<file path="src/hw/rtl/mipq_pkg.sv">
// Package for the MIDI IN packet queue: sizes, codes, payload types and index helpers.
package mipq_pkg;

  localparam int QUEUE_PACKETS  = 256;
  localparam int MAX_IN_PACKETS = 16;

  localparam int IDX_W = $clog2(QUEUE_PACKETS);
  localparam int CNT_W = $clog2(MAX_IN_PACKETS + 1);
  localparam int CMP_W = (IDX_W > 8) ? IDX_W : 8;

  typedef logic [IDX_W-1:0] idx_t;
  typedef logic [IDX_W:0]   idx_ext_t;
  typedef logic [CNT_W-1:0] cnt_t;
  typedef logic [CMP_W-1:0] cmp_t;

  // Request codes.
  localparam logic [1:0] REQ_SEND    = 2'd0;
  localparam logic [1:0] REQ_DONE    = 2'd1;
  localparam logic [1:0] REQ_SUSPEND = 2'd2;

  // Result kinds.
  localparam logic [1:0] KIND_ACCEPT = 2'd0;
  localparam logic [1:0] KIND_REJECT = 2'd1;
  localparam logic [1:0] KIND_XFER   = 2'd2;
  localparam logic [1:0] KIND_IDLE   = 2'd3;

  // What an accepted item leads to.
  localparam logic [1:0] DEC_NONE      = 2'd0;
  localparam logic [1:0] DEC_ONE       = 2'd1;
  localparam logic [1:0] DEC_ACK_DRAIN = 2'd2;
  localparam logic [1:0] DEC_DRAIN     = 2'd3;

  typedef struct packed {
    logic [1:0]  req_type;
    logic [31:0] packet_data;
    logic [7:0]  message_packets;
    logic        first_of_message;
    logic        last_of_message;
  } in_item_t;

  typedef struct packed {
    logic [1:0]  result_kind;
    logic [31:0] packet_out;
    logic [6:0]  transfer_bytes;
    logic        last_result;
  } out_item_t;

  typedef struct packed {
    logic accept;
    logic chunk;
    logic read;
  } ctl_cmd_t;

  typedef struct packed {
    logic [1:0] dec;
    logic       more;
  } dp_stat_t;

  function automatic idx_t idx_adv(idx_t i);
    idx_t r;
    if (i == idx_t'(QUEUE_PACKETS - 1)) begin
      r = '0;
    end else begin
      r = i + idx_t'(1);
    end
    return r;
  endfunction

  function automatic idx_t idx_dist(idx_t frm, idx_t dst);
    idx_ext_t t;
    if (dst >= frm) begin
      t = {1'b0, dst} - {1'b0, frm};
    end else begin
      t = idx_ext_t'(QUEUE_PACKETS) + {1'b0, dst} - {1'b0, frm};
    end
    return t[IDX_W-1:0];
  endfunction

endpackage

</file>
<file path="src/hw/rtl/mipq_ctl.sv">
// Controller of the MIDI IN packet queue: sequences item intake, chunk sizing, RAM reads and results.
module mipq_ctl (
  input  logic               clk,
  input  logic               rst_n,
  input  logic               in_valid,
  output logic               in_stall,
  output logic               out_valid,
  input  logic               out_stall,
  output mipq_pkg::ctl_cmd_t cmd,
  input  mipq_pkg::dp_stat_t stat
);
  import mipq_pkg::*;

  localparam logic [2:0] S_IDLE  = 3'd0;
  localparam logic [2:0] S_ACK   = 3'd1;
  localparam logic [2:0] S_CHUNK = 3'd2;
  localparam logic [2:0] S_READ  = 3'd3;
  localparam logic [2:0] S_OUT   = 3'd4;

  logic [2:0] state_r, state_nxt;

  always_comb begin
    state_nxt = state_r;
    unique case (state_r)
      S_IDLE: begin
        if (in_valid) begin
          unique case (stat.dec)
            DEC_ONE:       state_nxt = S_OUT;
            DEC_ACK_DRAIN: state_nxt = S_ACK;
            DEC_DRAIN:     state_nxt = S_CHUNK;
            default:       state_nxt = S_IDLE;
          endcase
        end
      end
      S_ACK: begin
        if (!out_stall) begin
          state_nxt = S_CHUNK;
        end
      end
      S_CHUNK: state_nxt = S_READ;
      S_READ:  state_nxt = S_OUT;
      S_OUT: begin
        if (!out_stall) begin
          state_nxt = stat.more ? S_READ : S_IDLE;
        end
      end
      default: state_nxt = S_IDLE;
    endcase
  end

  always_ff @(posedge clk) begin
    if (!rst_n) begin
      state_r <= S_IDLE;
    end else begin
      state_r <= state_nxt;
    end
  end

  assign in_stall   = (state_r != S_IDLE);
  assign out_valid  = (state_r == S_ACK) || (state_r == S_OUT);
  assign cmd.accept = (state_r == S_IDLE) && in_valid;
  assign cmd.chunk  = (state_r == S_CHUNK);
  assign cmd.read   = (state_r == S_READ);

endmodule

</file>
<file path="config.mk">
export PLATFORM = sky130hd
export DESIGN_NAME = mipq_ctl
export DESIGN_NICKNAME = d
export VERILOG_FILES = /design/src/hw/rtl/mipq_pkg.sv /design/src/hw/rtl/mipq_ctl.sv
export SDC_FILE = /design/constraint.sdc
export NUM_CORES = 1
export LEC_CHECK = 0
export BUFFER_PORTS_ARGS = -buffer_cell sky130_fd_sc_hd__buf_2
export CAP_MARGIN = 40
export CORE_AREA = 2 2 39 41
export CTS_CLUSTER_SIZE = 24
export DETAILED_ROUTE_END_ITERATION = 12
export DIE_AREA = 0 0 41 43
export HOLD_SLACK_MARGIN = 0.05
export SETUP_SLACK_MARGIN = 0.15
export SYNTH_ARGS = -nofsm -noshare
export SYNTH_HDL_FRONTEND = slang
export SYNTH_SLANG_ARGS = --single-unit
</file>
<file path="constraint.sdc">
create_clock -name clk -period 1.7 [get_ports clk]
set_input_delay 0.17 -clock clk [delete_from_list [all_inputs] [get_ports clk]]
set_output_delay 0.17 -clock clk [all_outputs]
set_load 0.02 [all_outputs]
</file>
# Word level (Yosys, flattened, before mapping)
# Cells that the tools add are included.
[op_classes] shift=0 mux=6 multipliers=0 n_div=0 n_bitwise=0 n_addsub=0 n_eq_ne=10 order_cmp=0 reduce_logical=5
[op_table] cell="3-bit case mux with 5 select lines" n=1
[op_table] cell="3-bit 2-to-1 mux" n=3
[op_table] cell="3-bit case mux with 3 select lines" n=1
[op_table] cell="3-bit by 2-bit == test with 1-bit output, second input constant" n=2
[op_table] cell="2-bit inequality test, second input constant" n=3
[op_table] cell="2-bit == test, second input constant" n=2
[op_table] cell="3-bit by 1-bit == test with 1-bit output, second input constant" n=1
[op_table] cell="3-bit == test, second input constant" n=1
[op_table] cell="3-bit zero test" n=1
[op_table] cell="3-bit AND reduction" n=1
[op_table] cell="3-bit nonzero test" n=1
[op_table] cell="2-bit by 1-bit == test with 1-bit output, second input constant" n=1
[op_table] cell="2-bit 2-to-1 mux" n=1
[op_table] cell="1-bit logical AND" n=1
[op_table] cell="1-bit logical OR" n=1
[totals] ram_bits=0 register_bits=3 memories=0 output_inout_bits=5 rom_bits=0 latchBits=0 wordCells=22 in_bits=7

# Logic depth before layout (Yosys ltp)
# Gate-level depths: netlist of run 1.
[logic_depth] ltp_word=4 depth_mapped=4 ltp_nobuf=3

# Worst setup path after synthesis of run 1
# OpenSTA, ideal clock, no wires.
[synth_timing] path_type="register to output" start="register state_r[0]" end="output port cmd[2] (netlist name)" arrival_ps=1237 setup_slack_ps=293 path_stages_with_launch=4 t_required_ps=1530 path_cell_list="dfxtp_1 buf_2 or3_1 nor2_1"
[synth_lines] element="from (decl)" line_no="mipq_ctl.sv:20" source="logic [2:0] state_r, state_nxt;"
[synth_lines] element="from (signal assigned)" line_no="mipq_ctl.sv:55" source="state_r <= state_nxt;"
[synth_lines] element="to (decl)" line_no="mipq_ctl.sv:9" source="output mipq_pkg::ctl_cmd_t cmd,"

==> flow_metrics.env, run 1 <==
export IMPL_reg_largest_list="state_r (3)"
export IMPL_hold_ws_ps=167
export IMPL_dpl_cell_area_um2=337
export IMPL_r2r_slack_ps=440
export IMPL_htree_levels=1
export IMPL_synth_most_common_cell="nor2_1"
export IMPL_hold_viol=0
export IMPL_worstPathRequired_ps=1530
export IMPL_regArea_um2=60.1
export IMPL_fp_coreArea_um2=1380
export IMPL_start_util_pct=20.6
export IMPL_p_leak_nw=0.171
export IMPL_hold_path_class="in -> reg"
export IMPL_cap_violations=0
export IMPL_period_share_pct=86.9
export IMPL_grt_pass1_wl_um=959
export IMPL_cts_sinks=3
export IMPL_max_freq_mhz=677
export IMPL_area_delta_synth_final_pct=27.2
export IMPL_outcome="complete, no violations"
export IMPL_drc=0
export IMPL_fin_area_um2=363
export IMPL_syn_avg_cell_area_um2=7.92
export IMPL_cts_setup_buffers=0
export IMPL_insertion_delay_ps=250
export IMPL_multi_input_area_um2=186
export IMPL_grt_overflow=0
export IMPL_synthCells=36
export IMPL_yosysWarnings=0
export IMPL_ioPinCount=12
export IMPL_vias=278
export IMPL_synth_area_leaders="dfxtp_1 21%, nand2b_1 8.8%, nor2_1 6.6%"
export IMPL_crit_type="reg -> out"
export IMPL_clk_pin_slew_ps=40
export IMPL_hold_path_endpoint="state_r[2]"
export IMPL_die_h_um=43
export IMPL_track_usage_pct=8.12
export IMPL_cp_end_kind="output pin"
export IMPL_die_area_um2=1760
export IMPL_grt_antenna_before_repair=0
export IMPL_detail_route_antenna_nets=0
export IMPL_top_register="state_r"
export IMPL_final_setup_tns_ps=0
export IMPL_nFillCells=152
export IMPL_numCtsBuffers=3
export IMPL_fin_crit_ps=1480
export IMPL_cts_resized=0
export IMPL_viasPerCell=4.34
export IMPL_cp_arrival_ps=1310
export IMPL_place_gp_congestion=0.756
export IMPL_synth_async_reset_ratio_pct=0
export IMPL_port_buffers=11
export IMPL_clk_path_buf_depth=2
export IMPL_finalNetCount=56
export IMPL_hold_start="rst_n"
export IMPL_hpwl_um=493
export IMPL_drt_first_pass_iters=2
export IMPL_grt_setup_unrepaired="no"
export IMPL_grt_pass1_vias=235
export IMPL_ys_seq_area_share_pct=21.1
export IMPL_synth_top_area_cell="dfxtp_1"
export IMPL_start_kind="register"
export IMPL_largest_register_ffs=3
export IMPL_rr_worst_depth=3
export IMPL_path_max_fanout=11
export IMPL_postCtsHoldBufs=0
export IMPL_postSynthNetCount=43
export IMPL_grt_max_degree=12
export IMPL_clock_skew_ps=9.38
export IMPL_worst_pin_slew_ps=365
export IMPL_drive_gt1_share_pct=35.4
export IMPL_cts_root_buffer="clkbuf_4"
export IMPL_reg2reg_from="state_r[0]"
export IMPL_synth_ff_type="dfxtp_1"
export IMPL_synth_common_cells="5 x nor2_1, 4 x inv_1, 4 x nand2b_1"
export IMPL_syn_area_um2=285
export IMPL_wl_per_cell_um=9.84
export IMPL_tritoncts="built"
export IMPL_p_total_mw=0.354
export IMPL_setup_viol=0
export IMPL_die_x_um=41
export IMPL_antenna_cells=0
export IMPL_wl_um=630
export IMPL_reg2reg_to="state_r[1]"
export IMPL_synth_top_area_share_pct=21.1
export IMPL_fp_row_count=14
export IMPL_drt_iter0_drc=6
export IMPL_ir_drop_uv=344
export IMPL_synth_edf_count=0
export IMPL_synth_cell_types=22
export IMPL_ys_ff_latch=3
export IMPL_min_path_cells=2
export IMPL_power_density_nw_per_um2=977
export IMPL_max_slew_margin_pct=75.6
export IMPL_slew_violations=0
-- critical path: stages (launching register included) --
cell and delay [ps]:
dfxtp_1 410, or3_1 400, nor2_1 90, buf_2 160
-- power breakdown --
part | internal (mW) | switching [mW] | total (mW)
combinational | 0.0543 | 0.0662 | 0.121
sequential | 0.0788 | 0.0199 | 0.0987
clock | 0.0886 | 0.0467 | 0.135
total | 0.222 | 0.133 | 0.354
-- cells in the final DEF (no fill, tap or decap), types with 2 or more instances in the layout --
cell,Yosys,routed
buf_2,1,11
nor2_1,5,5
inv_1,4,4
nand2b_1,4,4
clkbuf_4,0,3
dfxtp_1,3,3
nand2_1,2,2
a21o_1,2,2
-- routing by layer --
| metal | vias to the layer above | routed length [µm] | track usage [%] |
|---|---|---|---|
| met2 | 6 | 301 | 12.2 |
| met4 | 0 | 29 | 8.00 |
| met3 | 2 | 31 | 0 |
| met5 | - | 0 | 0 |
| li1 | 150 | - | - |
| met1 | 120 | 268 | 9.62 |
-- how the worst max path moves through the flow --
stage	startpoint	end	slack [ps]	cells after the start
6_report	state_r[0]	cmd[2]	220	3
5_1_grt	state_r[0]	cmd[2]	170	3
4_1_cts	state_r[0]	cmd[2]	210	3
3_5_place_dp	state_r[0]	state_r[1]	440	3
3_3_place_gp	state_r[0]	state_r[1]	460	3
2_1_floorplan	state_r[0]	cmd[2]	290	3
-- final cells by class --
class	count	area share (%)
inverters	4	4.14
repair buffers	11	15.2
clock buffers	4	7.24
multi-input cells	26	51.4
flip-flops and latches	3	16.6
well taps	16	5.52
-- cells by family after synthesis --
kind of cell           after synthesis  share of synthesized area [%]
buffers and inverters                7                           13.6
flip-flops                           3                           21.1
AND/OR/NAND/NOR                     15                           30.7
AO/OA/AOI/OAI                       11                           34.7
-- through the flow --
stage / cells / util, % / setup WS [ps]
2_1_floorplan: 36 / - / 293
3_3_place_gp: 60 / 24.3 / 465
3_5_place_dp: 60 / 24.3 / 441
4_1_cts: 64 / 26.2 / 208
5_1_grt: 64 / 26.2 / 171
6_report: 64 / 26.2 / 223
(Power assumes the default switching activity.)
==> run 2, diff against run 1 <==
Settings changed: RECOVER_POWER from default to 100.
==> flow_metrics.env, run 2 (same netlist as run 1, synthesis figures left out) <==
export IMPL_grt_pass1_vias=235
export IMPL_ioPinCount=12
export IMPL_drive_gt1_share_pct=20.8
export IMPL_rr_worst_depth=3
export IMPL_reg_largest_list="state_r (3)"
export IMPL_viasPerCell=4.42
export IMPL_slew_violations=0
export IMPL_grt_max_degree=12
export IMPL_numCtsBuffers=3
export IMPL_worstPathRequired_ps=1530
export IMPL_largest_register_ffs=3
export IMPL_cp_arrival_ps=1380
export IMPL_fp_coreArea_um2=1380
export IMPL_hpwl_um=493
export IMPL_ir_drop_uv=342
export IMPL_start_util_pct=20.6
export IMPL_die_area_um2=1760
export IMPL_final_setup_tns_ps=0
export IMPL_die_x_um=41
export IMPL_vias=283
export IMPL_layout_commonest_cell="buf_2"
export IMPL_start_kind="register"
export IMPL_area_delta_synth_final_pct=18.9
export IMPL_max_slew_margin_pct=77.3
export IMPL_setup_viol=0
export IMPL_wl_per_cell_um=10.0
export IMPL_cts_setup_buffers=0
export IMPL_hold_viol=0
export IMPL_crit_start="state_r[0]"
export IMPL_cts_resized=0
export IMPL_grt_pass1_wl_um=959
export IMPL_postCtsHoldBufs=0
export IMPL_clk_path_buf_depth=2
export IMPL_place_gp_congestion=0.756
export IMPL_p_leak_nw=0.145
export IMPL_setup_ws_ps=152
export IMPL_cts_root_buffer="clkbuf_4"
export IMPL_reg2reg_to="state_r[1]"
export IMPL_die_h_um=43
export IMPL_top_register="state_r"
export IMPL_max_freq_mhz=646
export IMPL_period_share_pct=91.1
export IMPL_drt_iter0_drc=5
export IMPL_insertion_delay_ps=250
export IMPL_detail_route_antenna_nets=0
export IMPL_cap_violations=0
export IMPL_hold_path_class="in -> reg"
export IMPL_drc=0
export IMPL_fin_crit_ps=1550
export IMPL_grt_antenna_before_repair=0
export IMPL_r2r_slack_ps=430
export IMPL_place_ws_ps=441
export IMPL_grt_setup_unrepaired="no"
export IMPL_final_cell_mix="7 x buf_2, 5 x nor2_1, 5 x clkbuf_1, 4 x inv_1, 4 x nand2b_1"
export IMPL_port_buffers=11
export IMPL_fp_row_count=14
export IMPL_outcome="complete, no violations"
export IMPL_finalNetCount=56
export IMPL_clock_skew_ps=10.1
export IMPL_tritoncts="built"
export IMPL_drt_first_pass_iters=2
export IMPL_reg2reg_from="state_r[0]"
export IMPL_grt_overflow=0
export IMPL_power_density_nw_per_um2=1010
export IMPL_worst_pin_slew_ps=340
export IMPL_wl_um=642
export IMPL_crit_type="reg -> out"
export IMPL_htree_levels=1
export IMPL_path_max_fanout=11
export IMPL_cp_end_kind="output pin"
export IMPL_crit_path_end="cmd[2]"
export IMPL_antenna_cells=0
export IMPL_p_total_mw=0.343
export IMPL_track_usage_pct=8.12
export IMPL_clk_pin_slew_ps=40
export IMPL_cts_sinks=3
run 2: worst max-delay path, cell delays in order, from the launching register on:
cell and delay, ps:
dfxtp_1 400, or3_1 400, nor2_1 90, clkbuf_1 230
run 2: how the worst min path moves through the flow:
stage                      from         end  cells after the start
after global routing      rst_n  state_r[2]                      2
final                     rst_n  state_r[2]                      2
after CTS                 rst_n  state_r[2]                      2
after global placement    rst_n  state_r[2]                      2
after floorplan           rst_n  state_r[2]                      1
after detailed placement  rst_n  state_r[2]                      2
run 2: layout make-up:
class / count / area [µm²]
timing repair buffer: 11 / 50.0
tap: 16 / 20.0
multi-input combinational: 26 / 168
fill: 152 / 1040
inverter: 4 / 15.0
sequential: 3 / 60.1
clock buffer: 4 / 26.3
run 2: routing by layer:
| layer | share of wire (%) | routed length (µm) | track usage [%] | vias to the layer above |
|---|---|---|---|---|
| met1 | 46 | 294 | 9.62 | 125 |
| met4 | 4.5 | 29 | 8.00 | 0 |
| met3 | 3.0 | 19 | 0 | 2 |
| met5 | 0 | 0 | 0 | - |
| li1 | - | - | - | 150 |
| met2 | 46 | 298 | 12.2 | 6 |
run 2: through the flow:
step	util, %	cells	cell area (µm²)	hold slack, ps
floorplan	-	36	285	288
global placement	24.3	60	337	430
detailed placement	24.3	60	337	414
CTS	26.2	64	363	165
global route	24.5	64	339	183
finish	24.5	64	339	165
run 2: power by group:
group          internal [mW]  switching, mW  total, mW
registers             0.0788         0.0189     0.0977
clock network         0.0887         0.0474      0.136
logic                 0.0462         0.0626      0.109
